--- src/rtl/bouncing_ball_led_positions_defines.svh ---
// Assertion macros for the bouncing ball position generator.
// Used by the top level; expects clk_i and rst_ni in scope.
`ifndef BOUNCING_BALL_LED_POSITIONS_DEFINES_SVH
`define BOUNCING_BALL_LED_POSITIONS_DEFINES_SVH

// antecedent implies consequent in the same cycle
`define BBL_ASSERT_NOW(lbl, ante, cons, msg) \
  lbl: assert property (@(posedge clk_i) disable iff (!rst_ni) (ante) |-> (cons)) \
    else $error(msg);

// antecedent implies consequent in the next cycle
`define BBL_ASSERT_NEXT(lbl, ante, cons, msg) \
  lbl: assert property (@(posedge clk_i) disable iff (!rst_ni) (ante) |=> (cons)) \
    else $error(msg);

`endif

--- src/rtl/bbl_pkg.sv ---
// Shared types and fixed-point constants of the bouncing ball position generator.
// No dependencies.
package bbl_pkg;

  typedef logic [17:0] vel_t;   // Q2.16 velocity
  typedef logic [31:0] ms_t;    // millisecond time

  typedef struct packed {
    vel_t vel;
    ms_t  strike;
  } ball_rec_t;

  // per-ball result of the arithmetic pipe, with the state to write back
  typedef struct packed {
    ball_rec_t  rec;
    logic [7:0] pos;
  } calc_res_t;

  localparam vel_t         V_LAUNCH   = 18'd92682;   // sqrt(2) in Q2.16
  localparam vel_t         V_RELAUNCH = 18'd6554;    // below this (0.1) relaunch
  localparam int unsigned  COR_BASE   = 58982;       // 0.90 in Q0.16
  localparam logic [16:0]  H_MAX      = 17'd131071;
  // t*(2000v - 65536t) at or above this saturates the height
  localparam logic [41:0]  H_SAT_PROD = 42'd262144000000;
  // divide by 2000000 = (x >> 7) / 15625, with 15625 done by reciprocal
  localparam logic [31:0]  DIV_M      = 32'd2251799813;  // floor(2^45 / 15625)
  localparam logic [30:0]  DIV_D      = 31'd15625;
  localparam logic [7:0]   HUE_STEP   = 8'd40;

endpackage

--- src/rtl/bbl_tick_if.sv ---
// Tick channel: valid/ready handshake carrying the millisecond time.
// No dependencies.
interface bbl_tick_if;
  logic        valid;
  logic        ready;
  logic [31:0] now_ms;

  modport source (output valid, output now_ms, input ready);
  modport sink   (input valid, input now_ms, output ready);
endinterface

--- src/rtl/bbl_ball_if.sv ---
// Ball result channel: valid/ready handshake carrying one ball position.
// No dependencies.
interface bbl_ball_if;
  logic       valid;
  logic       ready;
  logic [2:0] ball_index;
  logic [7:0] led_position;
  logic [7:0] hue;
  logic       last;

  modport source (output valid, output ball_index, output led_position, output hue,
                  output last, input ready);
  modport sink   (input valid, input ball_index, input led_position, input hue,
                  input last, output ready);
endinterface

--- src/rtl/bouncing_ball_led_positions.sv ---
// Bouncing ball LED positions: per tick, one result per active ball, each ball
// in turn going through memory read, five-stage arithmetic pipe, emit and
// write-back; the emit waits while the result side stalls. The first tick
// after reset first sweeps the state memory, all BALLS_MAX entries. A new tick is
// taken as soon as the last ball result sits in the output register.
`include "bouncing_ball_led_positions_defines.svh"

module bouncing_ball_led_positions #(
  parameter int unsigned BALLS_MAX = 8,
  parameter int unsigned LED_COUNT = 256
) (
  input  logic              clk_i,
  input  logic              rst_ni,
  input  logic              cfg_we_i,
  input  logic [3:0]        cfg_data_i,
  bbl_tick_if.sink          in_i,
  bbl_ball_if.source        out_o
);
  import bbl_pkg::*;

  localparam int unsigned AW     = (BALLS_MAX > 1) ? $clog2(BALLS_MAX) : 1;
  localparam int unsigned BallCap = (BALLS_MAX < 8) ? BALLS_MAX : 8;

  typedef enum logic [2:0] {
    S_IDLE,
    S_INIT,
    S_ISSUE,
    S_WAIT,
    S_EMIT
  } state_e;

  state_e      state_q;
  logic [3:0]  ball_count_q;
  ms_t         now_q;
  logic [3:0]  n_q;
  logic [2:0]  ball_q;
  logic [AW-1:0] swp_q;
  logic        started_q;
  logic        rd_pend_q;
  logic        out_vld_q;
  logic [2:0]  out_ball_q;
  logic [7:0]  out_pos_q;
  logic [7:0]  out_hue_q;
  logic        out_last_q;

  logic        in_fire, emit_fire, is_last;
  logic [3:0]  n_sat;
  logic        mem_we, mem_re;
  logic [AW-1:0] mem_waddr;
  ball_rec_t   mem_wdata, mem_rdata;
  logic        calc_vld;
  calc_res_t   calc_res;

  always_ff @(posedge clk_i or negedge rst_ni) begin
    if (!rst_ni) begin
      ball_count_q <= 4'd8;
    end else if (cfg_we_i) begin
      ball_count_q <= cfg_data_i;
    end
  end

  assign n_sat     = (ball_count_q > 4'(BallCap)) ? 4'(BallCap) : ball_count_q;
  assign in_i.ready = (state_q == S_IDLE);
  assign in_fire   = in_i.valid && (state_q == S_IDLE);
  assign emit_fire = (state_q == S_EMIT) && (!out_vld_q || out_o.ready);
  assign is_last   = ({1'b0, ball_q} + 4'd1) == n_q;

  // writes: init sweep, or write-back of the ball being emitted
  assign mem_we    = (state_q == S_INIT) || emit_fire;
  assign mem_waddr = (state_q == S_INIT) ? swp_q : AW'(ball_q);
  assign mem_wdata = (state_q == S_INIT) ? ball_rec_t'{vel: V_LAUNCH, strike: now_q}
                                         : calc_res.rec;
  assign mem_re    = (state_q == S_ISSUE);

  bbl_mem #(
    .DEPTH (BALLS_MAX),
    .AW    (AW)
  ) u_mem (
    .clk_i   (clk_i),
    .we_i    (mem_we),
    .waddr_i (mem_waddr),
    .wdata_i (mem_wdata),
    .re_i    (mem_re),
    .raddr_i (AW'(ball_q)),
    .rdata_o (mem_rdata)
  );

  bbl_calc #(
    .BALLS_MAX (BALLS_MAX),
    .LED_COUNT (LED_COUNT)
  ) u_calc (
    .clk_i       (clk_i),
    .rst_ni      (rst_ni),
    .in_valid_i  (rd_pend_q),
    .rec_i       (mem_rdata),
    .now_i       (now_q),
    .ball_i      (ball_q),
    .res_valid_o (calc_vld),
    .res_o       (calc_res)
  );

  // one ball in flight at a time, so a read never meets a pending write
  always_ff @(posedge clk_i or negedge rst_ni) begin
    if (!rst_ni) begin
      state_q    <= S_IDLE;
      now_q      <= '0;
      n_q        <= '0;
      ball_q     <= '0;
      swp_q      <= '0;
      started_q  <= 1'b0;
      rd_pend_q  <= 1'b0;
      out_vld_q  <= 1'b0;
      out_ball_q <= '0;
      out_pos_q  <= '0;
      out_hue_q  <= '0;
      out_last_q <= 1'b0;
    end else begin
      rd_pend_q <= (state_q == S_ISSUE);
      if (emit_fire) begin
        out_vld_q <= 1'b1;
      end else if (out_o.ready) begin
        out_vld_q <= 1'b0;
      end
      case (state_q)
        S_IDLE: begin
          if (in_fire) begin
            now_q  <= in_i.now_ms;
            n_q    <= n_sat;
            ball_q <= '0;
            swp_q  <= '0;
            if (!started_q) begin
              state_q <= S_INIT;
            end else if (n_sat != 4'd0) begin
              state_q <= S_ISSUE;
            end
          end
        end
        S_INIT: begin
          if (swp_q == AW'(BALLS_MAX - 1)) begin
            started_q <= 1'b1;
            state_q   <= (n_q != 4'd0) ? S_ISSUE : S_IDLE;
          end else begin
            swp_q <= swp_q + AW'(1);
          end
        end
        S_ISSUE: begin
          state_q <= S_WAIT;
        end
        S_WAIT: begin
          if (calc_vld) begin
            state_q <= S_EMIT;
          end
        end
        S_EMIT: begin
          if (emit_fire) begin
            out_ball_q <= ball_q;
            out_pos_q  <= calc_res.pos;
            out_hue_q  <= 8'({5'b0, ball_q} * HUE_STEP);
            out_last_q <= is_last;
            ball_q     <= ball_q + 3'd1;
            state_q    <= is_last ? S_IDLE : S_ISSUE;
          end
        end
        default: begin
          state_q <= S_IDLE;
        end
      endcase
    end
  end

  assign out_o.valid        = out_vld_q;
  assign out_o.ball_index   = out_ball_q;
  assign out_o.led_position = out_pos_q;
  assign out_o.hue          = out_hue_q;
  assign out_o.last         = out_last_q;

  `BBL_ASSERT_NOW(a_calc_in_wait, calc_vld, state_q == S_WAIT, "pipe result outside wait")
  `BBL_ASSERT_NEXT(a_last_to_idle, emit_fire && is_last, state_q == S_IDLE && out_o.last, "tick not ended")
  `BBL_ASSERT_NEXT(a_started_holds, started_q, started_q, "started flag dropped")

endmodule

--- src/rtl/bbl_mem.sv ---
// Ball state memory: one write port, one read port, registered read data.
// Depends on bbl_pkg.
module bbl_mem #(
  parameter int unsigned DEPTH = 8,
  parameter int unsigned AW    = 3
) (
  input  logic               clk_i,
  input  logic               we_i,
  input  logic [AW-1:0]      waddr_i,
  input  bbl_pkg::ball_rec_t wdata_i,
  input  logic               re_i,
  input  logic [AW-1:0]      raddr_i,
  output bbl_pkg::ball_rec_t rdata_o
);
  import bbl_pkg::*;

  ball_rec_t mem_q [DEPTH];
  ball_rec_t rdata_q;

  always_ff @(posedge clk_i) begin
    if (we_i) begin
      mem_q[waddr_i] <= wdata_i;
    end
  end

  always_ff @(posedge clk_i) begin
    if (re_i) begin
      rdata_q <= mem_q[raddr_i];
    end
  end

  assign rdata_o = rdata_q;

endmodule

--- src/rtl/bbl_calc.sv ---
// Five-stage arithmetic pipe for one ball: flight time, ground test, height,
// damping and LED index. Depends on bbl_pkg.
module bbl_calc #(
  parameter int unsigned BALLS_MAX = 8,
  parameter int unsigned LED_COUNT = 256
) (
  input  logic               clk_i,
  input  logic               rst_ni,
  input  logic               in_valid_i,
  input  bbl_pkg::ball_rec_t rec_i,
  input  bbl_pkg::ms_t       now_i,
  input  logic [2:0]         ball_i,
  output logic               res_valid_o,
  output bbl_pkg::calc_res_t res_o
);
  import bbl_pkg::*;

  localparam int unsigned Sq     = BALLS_MAX * BALLS_MAX;
  localparam int unsigned LedMax = LED_COUNT - 1;
  localparam int unsigned PosMax = (LedMax < 255) ? LedMax : 255;

  // restitution per ball: 0.90 - i/BALLS_MAX^2, Q0.16
  logic [15:0] cor_tbl [8];
  for (genvar gi = 0; gi < 8; gi++) begin : g_cor
    localparam int unsigned Dec = (gi * 65536 + Sq / 2) / Sq;
    localparam int unsigned Cor = (Dec >= COR_BASE) ? 0 : COR_BASE - Dec;
    assign cor_tbl[gi] = 16'(Cor);
  end

  logic [4:0] vld_q;

  // stage 1
  ms_t         t;
  logic [28:0] v2000, tsh;
  logic        s1_hit_q;
  logic [12:0] s1_t_q;
  logic [28:0] s1_diff_q;
  vel_t        s1_v_q;
  ms_t         s1_strike_q;
  logic [2:0]  s1_ball_q;

  assign t     = now_i - rec_i.strike;
  assign v2000 = (29'(rec_i.vel) << 11) - (29'(rec_i.vel) << 5) - (29'(rec_i.vel) << 4);
  assign tsh   = {t[12:0], 16'b0};

  always_ff @(posedge clk_i) begin
    if (in_valid_i) begin
      s1_hit_q    <= (|t[31:13]) || (tsh > v2000);
      s1_t_q      <= t[12:0];
      s1_diff_q   <= v2000 - tsh;
      s1_v_q      <= rec_i.vel;
      s1_strike_q <= ((|t[31:13]) || (tsh > v2000)) ? now_i : rec_i.strike;
      s1_ball_q   <= ball_i;
    end
  end

  // stage 2: height numerator and damped velocity product
  logic [41:0] s2_prod_q;
  logic [33:0] s2_vc_q;
  logic        s2_hit_q;
  vel_t        s2_v_q;
  ms_t         s2_strike_q;

  always_ff @(posedge clk_i) begin
    if (vld_q[0]) begin
      s2_prod_q   <= 42'(s1_t_q) * 42'(s1_diff_q);
      s2_vc_q     <= 34'(s1_v_q) * 34'(cor_tbl[s1_ball_q]);
      s2_hit_q    <= s1_hit_q;
      s2_v_q      <= s1_v_q;
      s2_strike_q <= s1_strike_q;
    end
  end

  // stage 3: reciprocal estimate of the quotient, velocity update
  logic [30:0] xs;
  logic [62:0] mq;
  logic [33:0] vround;
  vel_t        nv;
  logic [17:0] s3_qe_q;
  logic [30:0] s3_xs_q;
  logic        s3_sat_q;
  logic        s3_hit_q;
  vel_t        s3_v_q;
  ms_t         s3_strike_q;

  assign xs     = s2_prod_q[37:7];
  assign mq     = 63'(xs) * 63'(DIV_M);
  assign vround = s2_vc_q + 34'd32768;
  assign nv     = vround[33:16];

  always_ff @(posedge clk_i) begin
    if (vld_q[1]) begin
      s3_qe_q     <= mq[62:45];
      s3_xs_q     <= xs;
      s3_sat_q    <= s2_prod_q >= H_SAT_PROD;
      s3_hit_q    <= s2_hit_q;
      s3_v_q      <= !s2_hit_q ? s2_v_q : ((nv < V_RELAUNCH) ? V_LAUNCH : nv);
      s3_strike_q <= s2_strike_q;
    end
  end

  // stage 4: quotient correction, the estimate is at most one low
  logic [30:0] qm, rem;
  logic [17:0] q;
  logic [16:0] s4_h_q;
  vel_t        s4_v_q;
  ms_t         s4_strike_q;

  assign qm  = 31'(s3_qe_q) * DIV_D;
  assign rem = s3_xs_q - qm;
  assign q   = s3_qe_q + 18'(rem >= DIV_D);

  // on a ground strike the product is meaningless, so the strike wins
  always_ff @(posedge clk_i) begin
    if (vld_q[2]) begin
      s4_h_q      <= s3_hit_q ? 17'd0 : (s3_sat_q ? H_MAX : q[16:0]);
      s4_v_q      <= s3_v_q;
      s4_strike_q <= s3_strike_q;
    end
  end

  // stage 5: LED index with rounding and clamp
  logic [29:0] pm;
  logic [13:0] p;
  calc_res_t   res_q;

  assign pm = 30'(s4_h_q) * 30'(LedMax) + 30'd32768;
  assign p  = pm[29:16];

  always_ff @(posedge clk_i) begin
    if (vld_q[3]) begin
      res_q.pos        <= (p > 14'(PosMax)) ? 8'(PosMax) : p[7:0];
      res_q.rec.vel    <= s4_v_q;
      res_q.rec.strike <= s4_strike_q;
    end
  end

  always_ff @(posedge clk_i or negedge rst_ni) begin
    if (!rst_ni) begin
      vld_q <= '0;
    end else begin
      vld_q <= {vld_q[3:0], in_valid_i};
    end
  end

  assign res_valid_o = vld_q[4];
  assign res_o       = res_q;

endmodule
--- src/flat_wrapper.sv ---
// flat-port wrapper written by rule: the top's interface ports become plain ports
module bouncing_ball_led_positions_flat import bbl_pkg::*;
#(
  parameter int unsigned BALLS_MAX = 8,
  parameter int unsigned LED_COUNT = 256
)
  (clk_i, rst_ni, cfg_we_i, cfg_data_i, in_i_valid, in_i_now_ms, in_i_ready, out_o_valid, out_o_ball_index, out_o_led_position, out_o_hue, out_o_last, out_o_ready);
  bbl_tick_if in_i_i ();
  bbl_ball_if out_o_i ();
  input  logic clk_i;
  input  logic rst_ni;
  input  logic cfg_we_i;
  input  logic [3:0] cfg_data_i;
  input wire logic [$bits(in_i_i.valid)-1:0] in_i_valid;
  input wire logic [$bits(in_i_i.now_ms)-1:0] in_i_now_ms;
  output wire logic [$bits(in_i_i.ready)-1:0] in_i_ready;
  output wire logic [$bits(out_o_i.valid)-1:0] out_o_valid;
  output wire logic [$bits(out_o_i.ball_index)-1:0] out_o_ball_index;
  output wire logic [$bits(out_o_i.led_position)-1:0] out_o_led_position;
  output wire logic [$bits(out_o_i.hue)-1:0] out_o_hue;
  output wire logic [$bits(out_o_i.last)-1:0] out_o_last;
  input wire logic [$bits(out_o_i.ready)-1:0] out_o_ready;
  assign in_i_i.valid = in_i_valid;
  assign in_i_i.now_ms = in_i_now_ms;
  assign in_i_ready = in_i_i.ready;
  assign out_o_valid = out_o_i.valid;
  assign out_o_ball_index = out_o_i.ball_index;
  assign out_o_led_position = out_o_i.led_position;
  assign out_o_hue = out_o_i.hue;
  assign out_o_last = out_o_i.last;
  assign out_o_i.ready = out_o_ready;
  bouncing_ball_led_positions #(.BALLS_MAX(BALLS_MAX), .LED_COUNT(LED_COUNT)) u_core (.clk_i(clk_i), .rst_ni(rst_ni), .cfg_we_i(cfg_we_i), .cfg_data_i(cfg_data_i), .in_i(in_i_i), .out_o(out_o_i));
endmodule
--- config.mk ---
export PLATFORM = sky130hd
export DESIGN_NAME = bouncing_ball_led_positions_flat
export DESIGN_NICKNAME = d
export VERILOG_FILES = /design/src/rtl/bbl_pkg.sv /design/src/rtl/bbl_tick_if.sv /design/src/rtl/bbl_ball_if.sv /design/src/rtl/bouncing_ball_led_positions.sv /design/src/rtl/bbl_mem.sv /design/src/rtl/bbl_calc.sv /design/src/flat_wrapper.sv
export VERILOG_INCLUDE_DIRS = /design/src /design/src/rtl
export SDC_FILE = /design/constraint.sdc
export NUM_CORES = 2
export LEC_CHECK = 0
export BUFFER_PORTS_ARGS = -buffer_cell sky130_fd_sc_hd__buf_2
export CORE_UTILIZATION = 50
export DETAILED_ROUTE_END_ITERATION = 10
export PLACE_DENSITY = 0.72
export SLEW_MARGIN = 10
export SYNTH_ARGS = -nofsm -noshare
export SYNTH_HDL_FRONTEND = slang
export SYNTH_HIERARCHICAL = 1
export SYNTH_SLANG_ARGS = --single-unit
--- constraint.sdc ---
create_clock -name clk_i -period 9.51 [get_ports clk_i]
set_clock_uncertainty 0.1 [all_clocks]
set_input_delay 1.902 -clock clk_i [delete_from_list [all_inputs] [get_ports clk_i]]
set_output_delay 1.902 -clock clk_i [all_outputs]
set_load 0.05 [all_outputs]
==> results by group <==
Outcome
  – Status: complete, no violations

Run
  – MaxCap Viol Count: 0

Placement
  – Gpl congestion: around 0.93
  – Placed instance area: ~80,000 µm²
  – PortBufs: 59
  – Dpl hpwl: 133,000 µm

Global route
  – Vias in the first global route: a little under 50,000
  – Grt total ovfl: 0
  – Total Routing Usage GR: 0.231
  – Initial antenna violation count: 1
  – First-pass GRT wire length: 280,000 µm
  – Largest net degree at the start of global routing: 78

CTS
  – CTS Hold Bufs: 0
  – Clock buffer count from CTS: 94
  – Max clock buf depth: 3
  – Clock Latency Late Sink: ~0.74 ns
  – Clock Sinks: 947
  – CTS tree: yes
  – Post-CTS Setup Inserts: 0
  – Cts repair resizes: 0
  – CTS clk-pin slew, worst paths: approximately 0.070 ns
  – CTS Root Cell: clkbuf_16
  – H-tree levels: 3

Critical path
  – Most frequent CP cell: fa_1
  – Critical path data required time: between 9 and 10 ns
  – Worst path slowest cell: or4_1
  – CP max FO: 8
  – Arrival time worst endpoint: ~9.0 ns
  – Largest stage delay, worst path: roughly 0.57 ns
  – CP Launch Type: flop
  – Worst Setup End Kind: flop
  – WS Path Type: reg -> reg

Drt
  – Iteration-0 DRC Markers: roughly 3,300
  – WL final: about 180,000 µm
  – Vias/cell: 5.47
  – Vias: approximately 46,000
  – Drt drc: 0
  – Routed len/inst: ~21 µm
  – DR pass1 iterations: 5
  – Final antenna-violating net count: 0

Floorplan
  – DIE AREA: 157,000 µm²
  – IO Pins: 63
  – # rows: between 100 and 150
  – Core Region: 154,000 µm²
  – Initial core utilization: 0.504
  – Die span in x: 396 µm
  – Die Y: between 300 and 400 µm

Final layout
  – FILL cells: approximately 13,000
  – Nets: just over 8,000
  – Antenna Cells: 0
  – Share of cells above drive strength 1: 0.0687
  – Final instance area: about 83,000 µm²
  – Layout area overhead: 7.34%

Logic synthesis
  – Ys flop type: edfxtp_1
  – YS warnings: 6
  – Mapped cell area: just under 80,000 µm²
  – Seq/Total Area, Yosys: 0.361
  – Async SR Flop Fraction: 0.0760
  – Seq cells post-synth: roughly 950
  – Cells after Synth: ~6,200
  – Post-synth EDFFs: about 880
  – Avg Cell Area, Syn: around 12 µm²
  – Netlist cell types: 93

STA
  – Final Critical Period: between 8 and 9 ns
  – Final setup viols: 0
  – Slew at the pin closest to its max-slew limit: 1.24 ns
  – Hold Fails Final Rpt: 0
  – Final Cycle Share: 0.904
  – RSZ-0062 raised after global routing: no
  – Setup tns final: 0 ns
  – Hold_ws: roughly 0.29 ns
  – Slew Limit Fails: 0
  – Fmax: 0.116 GHz
  – Relative slew slack: 0.170

Worst hold path
  – Hold Path Class: reg -> reg
path summary, 6_finish.rpt:
path	start	end	slack, ns	cells past startpoint
min in group asynchronous	rst_ni	u_core/u_calc/vld_q[3]	0.99	1
worst min register to register	u_core/u_calc/s1_strike_q[8]	u_core/u_calc/s2_strike_q[8]	0.29	0
worst min-delay path	u_core/u_calc/s1_strike_q[8]	u_core/u_calc/s2_strike_q[8]	0.29	0
worst max-delay path	u_core/u_calc/s3_qe_q[2]	u_core/u_calc/s4_h_q[14]	0.91	28
worst max register to register	u_core/u_calc/s3_qe_q[2]	u_core/u_calc/s4_h_q[14]	0.91	28
max in group asynchronous	rst_ni	u_core/u_calc/vld_q[0]	7.04	2
final cells by class:
class / count / area (µm²) / share of cell area
clock buffers: 126 / 2560 / 0.0307
clock inverters: 50 / 662 / 0.00794
inverters: 1180 / 4430 / 0.0531
multi-input cells: 3948 / 44500 / 0.533
flip-flops and latches: 947 / 28100 / 0.337
well taps: 2044 / 2560 / 0.0307
repair buffers: 98 / 603 / 0.00723
cell families (layout without fill, tap and decap cells):
group | after synthesis | in the layout | share of synthesized area
buf+inv | 1336 | 1454 | 0.0673
compound gates | 588 | 588 | 0.0505
xor+xnor | 180 | 180 | 0.0203
other cells | 1 | 3 | 0.0000483
fa+ha+maj | 1770 | 1770 | 0.371
flops | 947 | 947 | 0.361
mux | 249 | 249 | 0.0566
simple gates | 1158 | 1158 | 0.0729
Yosys cell counts (99+ instances only):
master    instances  area share
nor2_1          189      0.0091
mux4_1          100       0.034
edfxtp_1        875        0.34
a21oi_1         147      0.0095
nand2_1         436       0.021
xnor2_1         120       0.014
inv_1          1180       0.057
mux2_2          108       0.016
and2_1          174       0.014
fa_1            889        0.23
clkbuf_1        106      0.0051
o21ai_0          99      0.0064
ha_1            881        0.14
registers in the layout, summed over array words and instances (netlist names), 20 cells and up:
signal,cells
u_core/now_q,32
u_core/u_calc/s2_vc_q,20
u_core/u_calc/res_o,58
u_core/u_calc/s1_diff_q,25
u_core/u_calc/s2_prod_q,38
u_core/u_calc/s1_strike_q,32
u_core/u_calc/s2_strike_q,32
u_core/u_calc/s3_strike_q,32
u_core/u_mem/rdata_o,50
u_core/u_calc/s4_strike_q,32
u_core/u_mem/mem_q,400
u_core/u_calc/s3_xs_q,31
per-layer routing:
metal,GRT usage,vias up,wire [µm]
met5,0,-,12
met4,0.0486,2,3640
met3,0.0283,187,8730
met2,0.401,1137,87900
met1,0.312,23500,76300
li1,-,21000,-
placed cells by master, fill, tap and decap left out, types with 10 or more instances in the layout:
master / synthesis / layout
nand2b_1: 52 / 52
clkbuf_16: 0 / 94
fa_1: 889 / 889
xnor2_1: 120 / 120
mux2_4: 29 / 29
nand2_1: 436 / 436
o21a_1: 33 / 33
or3_1: 13 / 13
ha_1: 881 / 881
xor2_1: 60 / 60
mux4_1: 100 / 100
edfxtp_1: 875 / 875
dfrtp_1: 71 / 63
buf_4: 7 / 39
and2_1: 174 / 174
nand3b_1: 13 / 13
and3_1: 22 / 22
nand3_1: 52 / 52
clkbuf_1: 106 / 23
a211oi_1: 28 / 28
nor3_1: 54 / 52
buf_2: 9 / 58
mux2_2: 108 / 108
nor2_1: 189 / 182
inv_1: 1180 / 1180
clkinv_1: 0 / 10
nor4_1: 15 / 15
mux2i_1: 12 / 12
clkinv_2: 0 / 14
o21ai_0: 99 / 99
a21o_1: 83 / 83
o22ai_1: 19 / 19
a31oi_1: 24 / 24
o21bai_1: 15 / 15
nor2b_1: 57 / 57
nand4_1: 36 / 36
a21oi_1: 147 / 147
o211ai_1: 24 / 24
or2_2: 17 / 17
worst max-delay path: cells and delay by family (launching register included):
family / cells / cell delay [ns]
adder cells (fa/ha/maj): 9 / 4.03
AO/OA/AOI/OAI: 7 / 1.64
AND/OR/NAND/NOR: 7 / 1.43
flip-flops: 1 / 0.53
buffers and inverters: 3 / 0.40
XOR/XNOR: 2 / 0.20
stage by stage:
stage / util / setup WS (ns) / std cells
2_1_floorplan: - / 1.83 / 6231
3_3_place_gp: 0.520 / 1.04 / 8217
3_5_place_dp: 0.520 / 0.958 / 8217
4_1_cts: 0.541 / 0.914 / 8393
5_1_grt: 0.541 / 0.412 / 8393
6_report: 0.541 / 0.913 / 8393
Power is left out: the tool's default activity adds up to more than one toggle a clock period on the data nets, which glitch-free logic cannot reach.
